`src/bbc_pkg.sv`:
```
// Shared constants and codes for the block buffer cache controller.
`timescale 1ns / 1ps
package bbc_pkg;
    localparam int NUM_BUFFERS = 16;
    localparam int BLOCK_BITS  = 32;
    localparam int SLOT_W      = $clog2(NUM_BUFFERS);
    localparam int CNT_W       = $clog2(NUM_BUFFERS + 1);

    localparam logic [1:0] OP_READ  = 2'd0;
    localparam logic [1:0] OP_WRITE = 2'd1;
    localparam logic [1:0] OP_SYNC  = 2'd2;
    localparam logic [1:0] OP_NONE  = 2'd3;

    localparam logic [1:0] KIND_READY = 2'd0;
    localparam logic [1:0] KIND_FILL  = 2'd1;
    localparam logic [1:0] KIND_WBACK = 2'd2;
    localparam logic [1:0] KIND_DONE  = 2'd3;

    typedef enum logic [7:0] {
        ST_IDLE   = 8'b0000_0001,
        ST_LOOKUP = 8'b0000_0010,
        ST_VICTIM = 8'b0000_0100,
        ST_FL_RD  = 8'b0000_1000,
        ST_FL_EM  = 8'b0001_0000,
        ST_FINAL  = 8'b0010_0000,
        ST_QUEUE  = 8'b0100_0000,
        ST_RECENT = 8'b1000_0000
    } t_state;
endpackage

```
`src/block_buffer_cache_controller.sv`:
```
// Top level of the block buffer cache controller: tag memory, flags and sequencer.
`timescale 1ns / 1ps
// A request (read, write or sync) is taken while start is high and busy is low;
// results then appear one per strobe and cannot be held off. The length of a
// request is set by the single read port of the tag memory and the walks that
// visit one entry at a time. A read or write hit takes a tag scan plus a
// recency update. A miss adds a victim search. When every buffer is dirty,
// forced write-backs of each queued dirty buffer are added, and a step to end
// the walk. A write adds a write-back queue update. A sync writes back each
// queued dirty buffer and ends with a done result. An opcode of three is
// dropped.
module block_buffer_cache_controller (
    input  logic                          i_clk,
    input  logic                          i_rst_n,
    input  logic                          start,
    output logic                          busy,
    input  logic [1:0]                    i_opcode,
    input  logic [bbc_pkg::BLOCK_BITS-1:0] i_block_number,
    output logic                          o_strobe,
    output logic [1:0]                    o_kind,
    output logic [bbc_pkg::SLOT_W-1:0]    o_slot,
    output logic [bbc_pkg::BLOCK_BITS-1:0] o_block_number_out,
    output logic                          o_last
);
    import bbc_pkg::*;

    t_state r_state;

    // Tag memory, one read and one write port, registered read data.
    logic [BLOCK_BITS-1:0] r_tag_mem [NUM_BUFFERS];
    logic [BLOCK_BITS-1:0] r_tag_rd;
    logic [SLOT_W-1:0]     tag_rd_addr;
    logic                  tag_we;
    logic [SLOT_W-1:0]     tag_wr_addr;

    // Per-slot flags, recency list and write-back queue.
    logic [NUM_BUFFERS-1:0] r_unused, r_valid, r_dirty;
    logic [SLOT_W-1:0]      r_rec   [NUM_BUFFERS];
    logic [SLOT_W-1:0]      r_queue [NUM_BUFFERS];
    logic [CNT_W-1:0]       r_count;

    // Request context.
    logic [1:0]            r_op;
    logic [BLOCK_BITS-1:0] r_blk;
    logic [SLOT_W-1:0]     r_slot;
    logic [SLOT_W-1:0]     r_idx;
    logic                  r_cmp_v;
    logic [SLOT_W-1:0]     r_cmp_slot;
    logic [SLOT_W-1:0]     r_p;
    logic [CNT_W-1:0]      r_qi;
    logic [SLOT_W-1:0]     r_fs;
    logic                  r_found;
    logic                  r_sync;

    // Result register.
    logic                  r_strobe;
    logic [1:0]            r_kind;
    logic [SLOT_W-1:0]     r_oslot;
    logic [BLOCK_BITS-1:0] r_oblk;
    logic                  r_last;

    logic [SLOT_W-1:0] vic_slot;
    logic [SLOT_W-1:0] lru_slot;
    logic [SLOT_W-1:0] qi_idx;
    logic [CNT_W-1:0]  count_m1;
    logic              q_found_now;
    logic              r_found_now;

    assign busy               = (r_state != ST_IDLE);
    assign o_strobe           = r_strobe;
    assign o_kind             = r_kind;
    assign o_slot             = r_oslot;
    assign o_block_number_out = r_oblk;
    assign o_last             = r_last;

    assign vic_slot    = r_rec[r_p];
    assign lru_slot    = r_rec[SLOT_W'(NUM_BUFFERS - 1)];
    assign qi_idx      = r_qi[SLOT_W-1:0];
    assign count_m1    = CNT_W'(r_count - 1'b1);
    assign q_found_now = r_found || (r_queue[qi_idx] == r_slot);
    assign r_found_now = r_found || (r_rec[r_p] == r_slot);

    // Tag memory address and retag write selection.
    always_comb begin
        tag_rd_addr = r_idx;
        tag_we      = 1'b0;
        tag_wr_addr = vic_slot;
        case (r_state)
            ST_LOOKUP: begin
                tag_rd_addr = r_idx;
            end
            ST_VICTIM: begin
                tag_we      = !r_dirty[vic_slot] || r_unused[vic_slot];
                tag_wr_addr = vic_slot;
            end
            ST_FL_RD: begin
                tag_rd_addr = r_queue[qi_idx];
                tag_we      = (r_qi >= r_count) && !r_sync;
                tag_wr_addr = lru_slot;
            end
            default: begin
                tag_rd_addr = r_idx;
            end
        endcase
    end

    // Tag memory.
    always_ff @(posedge i_clk) begin
        if (tag_we) begin
            r_tag_mem[tag_wr_addr] <= r_blk;
        end
        r_tag_rd <= r_tag_mem[tag_rd_addr];
    end

    // Sequencer and state updates.
    always_ff @(posedge i_clk) begin
        if (!i_rst_n) begin
            r_state  <= ST_IDLE;
            r_unused <= '1;
            r_valid  <= '0;
            r_dirty  <= '0;
            r_count  <= '0;
            r_strobe <= 1'b0;
            r_cmp_v  <= 1'b0;
            for (int i = 0; i < NUM_BUFFERS; i++) begin
                r_rec[i] <= SLOT_W'(i);
            end
        end else begin
            r_strobe <= 1'b0;
            case (r_state)
                ST_IDLE: begin
                    if (start) begin
                        r_op    <= i_opcode;
                        r_blk   <= i_block_number;
                        r_idx   <= '0;
                        r_cmp_v <= 1'b0;
                        r_qi    <= '0;
                        if (i_opcode == OP_SYNC) begin
                            r_sync  <= 1'b1;
                            r_state <= ST_FL_RD;
                        end else if (i_opcode != OP_NONE) begin
                            r_sync  <= 1'b0;
                            r_state <= ST_LOOKUP;
                        end
                    end
                end
                // Tag scan: one read issued per cycle, compared the next.
                ST_LOOKUP: begin
                    r_idx      <= r_idx + 1'b1;
                    r_cmp_v    <= 1'b1;
                    r_cmp_slot <= r_idx;
                    if (r_cmp_v && !r_unused[r_cmp_slot] && r_tag_rd == r_blk) begin
                        r_slot  <= r_cmp_slot;
                        r_state <= ST_FINAL;
                    end else if (r_cmp_v && r_cmp_slot == SLOT_W'(NUM_BUFFERS - 1)) begin
                        r_p     <= SLOT_W'(NUM_BUFFERS - 1);
                        r_state <= ST_VICTIM;
                    end
                end
                // Victim search from least recently used upward.
                ST_VICTIM: begin
                    if (!r_dirty[vic_slot] || r_unused[vic_slot]) begin
                        r_slot             <= vic_slot;
                        r_unused[vic_slot] <= 1'b0;
                        r_valid[vic_slot]  <= 1'b0;
                        r_dirty[vic_slot]  <= 1'b0;
                        r_state            <= ST_FINAL;
                    end else if (r_p == '0) begin
                        r_qi    <= '0;
                        r_state <= ST_FL_RD;
                    end else begin
                        r_p <= r_p - 1'b1;
                    end
                end
                // Write-back walk: fetch the tag of the next queued slot.
                ST_FL_RD: begin
                    if (r_qi >= r_count) begin
                        r_count <= '0;
                        if (r_sync) begin
                            r_strobe <= 1'b1;
                            r_kind   <= KIND_DONE;
                            r_oslot  <= '0;
                            r_oblk   <= '0;
                            r_last   <= 1'b1;
                            r_state  <= ST_IDLE;
                        end else begin
                            // After the flush every buffer is clean.
                            r_slot             <= lru_slot;
                            r_unused[lru_slot] <= 1'b0;
                            r_valid[lru_slot]  <= 1'b0;
                            r_dirty[lru_slot]  <= 1'b0;
                            r_state            <= ST_FINAL;
                        end
                    end else begin
                        r_fs    <= r_queue[qi_idx];
                        r_state <= ST_FL_EM;
                    end
                end
                ST_FL_EM: begin
                    if (r_dirty[r_fs]) begin
                        r_strobe      <= 1'b1;
                        r_kind        <= KIND_WBACK;
                        r_oslot       <= r_fs;
                        r_oblk        <= r_tag_rd;
                        r_last        <= 1'b0;
                        r_dirty[r_fs] <= 1'b0;
                    end
                    r_qi    <= r_qi + 1'b1;
                    r_state <= ST_FL_RD;
                end
                // Final transfer of a read or write.
                ST_FINAL: begin
                    r_strobe <= 1'b1;
                    r_oslot  <= r_slot;
                    r_oblk   <= r_blk;
                    r_last   <= 1'b1;
                    r_valid[r_slot] <= 1'b1;
                    r_found  <= 1'b0;
                    r_qi     <= '0;
                    r_p      <= SLOT_W'(NUM_BUFFERS - 1);
                    if (r_op == OP_WRITE) begin
                        r_kind          <= KIND_READY;
                        r_dirty[r_slot] <= 1'b1;
                        r_state         <= ST_QUEUE;
                    end else begin
                        r_kind  <= r_valid[r_slot] ? KIND_READY : KIND_FILL;
                        r_state <= ST_RECENT;
                    end
                end
                // Move the slot to the tail of the write-back queue.
                ST_QUEUE: begin
                    if (r_count == '0) begin
                        r_queue[0] <= r_slot;
                        r_count    <= CNT_W'(1);
                        r_state    <= ST_RECENT;
                    end else if (r_qi == count_m1) begin
                        if (q_found_now) begin
                            r_queue[qi_idx] <= r_slot;
                        end else begin
                            r_queue[r_count[SLOT_W-1:0]] <= r_slot;
                            r_count <= r_count + 1'b1;
                        end
                        r_state <= ST_RECENT;
                    end else begin
                        if (q_found_now) begin
                            r_queue[qi_idx] <= r_queue[qi_idx + 1'b1];
                        end
                        r_found <= q_found_now;
                        r_qi    <= r_qi + 1'b1;
                    end
                    if (r_count == '0 || r_qi == count_m1) begin
                        r_found <= 1'b0;
                    end
                end
                // Move the slot to the most recent position, top down.
                ST_RECENT: begin
                    if (r_p == '0) begin
                        r_rec[0] <= r_slot;
                        r_state  <= ST_IDLE;
                    end else begin
                        if (r_found_now) begin
                            r_rec[r_p] <= r_rec[r_p - 1'b1];
                        end
                        r_found <= r_found_now;
                        r_p     <= r_p - 1'b1;
                    end
                end
                default: begin
                    r_state <= ST_IDLE;
                end
            endcase
        end
    end
endmodule
```
`config.mk`:
```
export PLATFORM = sky130hd
export DESIGN_NAME = block_buffer_cache_controller
export DESIGN_NICKNAME = d
export VERILOG_FILES = /design/src/bbc_pkg.sv /design/src/block_buffer_cache_controller.sv
export SDC_FILE = /design/constraint.sdc
export NUM_CORES = 1
export LEC_CHECK = 0
export BUFFER_PORTS_ARGS = -buffer_cell sky130_fd_sc_hd__buf_2
export CAP_MARGIN = 20
export CORE_ASPECT_RATIO = 0.7
export CORE_MARGIN = 2
export CORE_UTILIZATION = 50
export DETAILED_ROUTE_END_ITERATION = 7
export PLACE_DENSITY_LB_ADDON = 0.3
export SKIP_LAST_GASP = 1
export SYNTH_ARGS = -nofsm -noshare
export SYNTH_HDL_FRONTEND = slang
export SYNTH_SLANG_ARGS = --single-unit
```
`constraint.sdc`:
```
create_clock -name i_clk -period 4.8 [get_ports i_clk]
set_clock_uncertainty 0.1 [all_clocks]
set_input_delay 0.24 -clock i_clk [delete_from_list [all_inputs] [get_ports i_clk]]
set_output_delay 0.24 -clock i_clk [all_outputs]
set_load 0.03 [all_outputs]
```
# Word level (Yosys, flattened, before mapping)
# Memories as Yosys holds them, arrays and structs flattened. A register that Yosys moved wholly into a read port is not among the register bits.
# Index checks and enable logic that the tools add are counted.
# word_totals
elab_cells	290
n_memories	3
ram_bits	640
register_bits	163
output_inout_bits	41
inputBits	37
# memory_table
memory	depth	word_bits	rd	rd_ports_with_merged_regs	wr	line	text
r_tag_mem	16	32	1	1	1	block_buffer_cache_controller.sv:30	logic [BLOCK_BITS-1:0] r_tag_mem [NUM_BUFFERS];
r_queue	16	4	2	1	1	block_buffer_cache_controller.sv:39	logic [SLOT_W-1:0] r_queue [NUM_BUFFERS];
r_rec	16	4	3	1	16	block_buffer_cache_controller.sv:38	logic [SLOT_W-1:0] r_rec [NUM_BUFFERS];
# op_classes
magnitude_cmp	10
n_eq_ne	40
n_addsub	6
mux	148
n_reduce_logical	47
n_bitwise	15
# op_table
operator	n
$mux W16	11
$and A16 B16 Y16	7
$mux W32	3
$mux W4	24
$mux W8	12
$pmux W32 S3	1
$pmux W16 S4	1
$pmux W8 S8	1
$mux W1	59
$not A16 Y16	3
$pmux W16 S3	1
$mux W5	9
$ne A2 B2 Y1 const B	17
$eq A32 B32 Y1	1
$or A16 B16 Y16	2
$pmux W16 S2	1
$lt A4 B5 Y1 const B	5
$pmux W5 S5	1
$pmux W4 S3	2
$ne A3 B3 Y1 const B	7
$bmux W1 S4	5
$reduce_and A6 Y1	3
$demux W1 S4	4
$ge A4 B1 Y1 const B	4
44 further kinds	82

# Depth between registers and ports, before layout
# logic_depth
word_depth	12
ltp_mapped	14

# Worst setup path after synthesis
# Ideal clock, no wire load.
# synth_timing
kind	register to register
from	register r_qi[0]
to	register r_oblk[0] (netlist: o_block_number_out[0]) (enable)
period_less_slack_ps	5118
arrival_time_ps	4534
path_buffers	1
slack_ps	-318
stages_incl_launch_ff	11
setup_ps	484
cell_sequence	edfxtp_1 > buf_1 > inv_1 > ha_1 > nand2b_1 > a21o_1 > a21o_1 > a21o_1 > a211oi_1 > nand2b_1 > nor3_1
# synth_between
elab_chain_cells	3
# synth_rtl
element	line	text
start: declaration	block_buffer_cache_controller.sv:50	logic [CNT_W-1:0] r_qi;
start signal: assignment	block_buffer_cache_controller.sv:208	r_qi <= r_qi + 1'b1;
start signal: assignment	block_buffer_cache_controller.sv:249	r_qi <= r_qi + 1'b1;
$ge A5 B5 Y1	block_buffer_cache_controller.sv:177	if (r_qi >= r_count) begin
$ne A2 B2 Y1 (no source line)	n/a	
$reduce_and A5 Y1 (no source line)	n/a	
end signal: assignment	block_buffer_cache_controller.sv:204	r_oblk <= r_tag_rd;
end signal: assignment	block_buffer_cache_controller.sv:215	r_oblk <= r_blk;
end: declaration	block_buffer_cache_controller.sv:59	logic [BLOCK_BITS-1:0] r_oblk;
# No other way between the ends.
# A chain may end at the register's enable or synchronous reset.

==> metrics.csv <==
stage,metric,value,unit
pwr,ir_worst_vdd,0.000290,V
grt,grt_antenna_before_repair,4,
finish,final_cells,3912,
clock_tree,clkLatencyLatePin,0.66,ns
clock_tree,cts_tree,yes,
finish,n_antenna_cell,0,
grt,grt_pass1_wl,148,mm
grt,track_usage,26.5,%
sta,slew_violations,0,
sta,hold_viol,0,
yosys,synth_edf_count,740,
drt,dr.first_iter.drc_count,3505,
floorplan,ios,78,
yosys,synth_area_leaders,"edfxtp_1 (61%), dfxtp_1 (5.7%), mux4_2 (5.4%)",
clock_tree,cts.clk_slew.worst_paths,0.07,ns
sta,finalSetupViolCount,0,
worst_setup_path,cp.required,4.96,ns
drt,wl,99.6,mm
sta,period_needed,4.54,ns
floorplan,rows,82,
pwr,p_per_area,387,nW/µm²
worst_setup_path,critical_path.max_fanout,32,
sta,rsz0062_at_grt,no,
clock_tree,cts_buffers,81,
worst_setup_path,start_kind,flop,
drt,ant_nets,0,
drt,post_drt_wl_per_cell,25.5,µm
yosys,synthFlopType,edfxtp_1,
finish,drive_above_1_share,16.4,%
yosys,synthArstFlopShare,0,%
clock_tree,clock_tree.buffer_depth,3,
yosys,ys_ff_latch,843,
clock_tree,cts_sinks,843,
sta,tightest_slew,1.06,ns
yosys,syn-num-nets,2815,
floorplan,dieArea,74700,µm²
finish,num-fill-cells,5656,
yosys,syn_avg_cell_area,13.1,µm²
yosys,yosysWarnings,0,
yosys,ys_types,69,
place,place.gp.congestion,0.947,
run_status,status,finished clean,
sta,postLayoutSetupSlackWorst,0.262,ns
floorplan,die_y,229,µm
floorplan,core_area,71600,µm²
yosys,synth_cells,2764,
grt,grt_pass1_vias,23300,
yosys,yosysTopAreaCellShare,61.3,%
drt,drc,0,
yosys,netlist_area,36200,µm²
hold_path,hold_class,in2reg,
place,io_buffers,77,
sta,max_slew_margin,29.7,%
sta,setup_tns,0,ns
drt,vias,24200,
floorplan,initial_core_util,50.6,%
worst_setup_path,arrival,4.70,ns
yosys,synth_area_leader_cell,edfxtp_1,
worst_setup_path,crit_type,reg2reg,
place,placed_cells,3724,
grt,grt_overflow,0,
drt,via_per_inst,6.19,
sta,finalCritPeriodShare,94.5,%
worst_setup_path,end_kind,flop,
finish,final_net_count,2929,
grt,grt_start_max_net_pins,120,
finish,synthToLayoutAreaGrowth,14.2,%
place,dp_hpwl,64.1,mm
sta,clock.fmax,0.220,GHz
run,maxCapViolations,0,
finish,final_common_cell,edfxtp_1,
finish,mostFrequentLayoutCells,"edfxtp_1 (740), nand2_1 (348), nor2_1 (290)",
place,dp_slack,0.303,ns
floorplan,die_width,326,µm
drt,drt_pass1_iterations,6,
clock_tree,cts_max_level,3,
pwr,leakage,14.1,nW
clock_tree,cts_root_buffer,clkbuf_16,
pwr,power,16.0,mW
yosys,yosysSeqAreaShare,67.0,%
## cell families (layout without fill, tap and decap cells)
logic type	Yosys count	count (layout)	synth area share [%]
buf+inv	212	394	2.37
flops	843	843	67.0
simple gates	1006	1006	12.8
fa+ha+maj	14	14	0.483
xor+xnor	55	55	1.33
mux	140	140	6.98
compound gates	494	494	9.04
## final cells by class
cell class | count | area, µm² | share of cell area, %
sequential | 843 | 24300 | 58.7
multi-input combinational | 1709 | 11300 | 27.3
clock buffer | 105 | 2200 | 5.31
timing repair buffer | 210 | 1690 | 4.09
tap | 966 | 1210 | 2.92
clock inverter | 46 | 594 | 1.44
inverter | 33 | 124 | 0.299
## registers in the layout, summed over array words and instances, names as in the netlist, 5 cells and up, named ones only
register	flops
r_dirty	16
r_blk	32
r_tag_mem	512
r_qi	5
r_tag_rd	32
r_count	5
r_state	8
r_queue	64
r_valid	16
o_block_number_out	32
r_unused	16
r_rec	64
## repair_timing
action                                 4_1_cts  5_1_grt
endpoints found under the hold margin       38        0
setup endpoints to repair                    0        0
buffers inserted                             0        0
gates resized for setup                      0        0
hold buffers                                35        0
## layer usage
layer / vias up / wire [µm] / GRT usage [%]
li1: 10600 / - / -
met1: 12100 / 43400 / 41.0
met2: 1363 / 41500 / 36.5
met3: 151 / 12200 / 7.47
met4: 0 / 2500 / 7.46
met5: - / 0 / 0
## worst max-delay path: stages, from the launching register on
cell,delay (ns)
dfxtp_1,0.60
mux2_2,0.40
mux4_2,0.56
mux2_2,0.43
mux2i_1,0.21
mux2i_1,0.09
o22ai_1,0.40
o21ai_2,0.14
nand2_1,0.24
and3_2,0.96
## final timing paths
path | start | end | cells past startpoint | slack (ns)
max | flop | r_tag_mem[1][15] | 9 | 0.26
min reg2reg | r_unused[8] | r_unused[8] | 2 | 0.39
min | i_block_number[22] | r_blk[22] | 2 | 0.20
max reg2reg | flop | r_tag_mem[1][15] | 9 | 0.26
## through the flow
step | utilization (%) | hold WS (ns) | cell area, µm²
finish | 57.8 | 0.199 | 41400
detailed placement | 53.4 | 0.318 | 38200
global placement | 53.3 | 0.316 | 38200
CTS | 57.8 | 0.166 | 41400
global route | 57.8 | 0.185 | 41400
floorplan | - | 0.239 | 36200
## synth_stat cells (6+ instances only)
cell	n
a211oi_1	65
a21oi_1	45
a221o_1	33
a22o_1	38
a31oi_1	81
a32oi_1	6
and2_1	81
and3_1	26
buf_1	10
buf_2	15
buf_4	6
clkbuf_1	145
dfxtp_1	103
edfxtp_1	740
ha_1	14
inv_1	32
mux2_2	23
mux2i_1	29
mux4_2	87
nand2_1	352
nand2b_1	8
nand3_1	87
nand4_1	32
nor2_1	292
nor2b_1	39
nor3_1	14
nor3b_1	9
nor4_1	6
o211ai_1	17
o21ai_0	141
o22ai_1	36
or2_2	31
xnor2_1	45
xor2_1	10
## power breakdown
part           internal [mW]  switching, mW  total (mW)
logic                  0.429          0.713        1.14
clock network           3.82           2.85        6.68
registers               8.07          0.145        8.21
total                   12.3           3.71        16.0
Power figures use the tool's default switching activity.
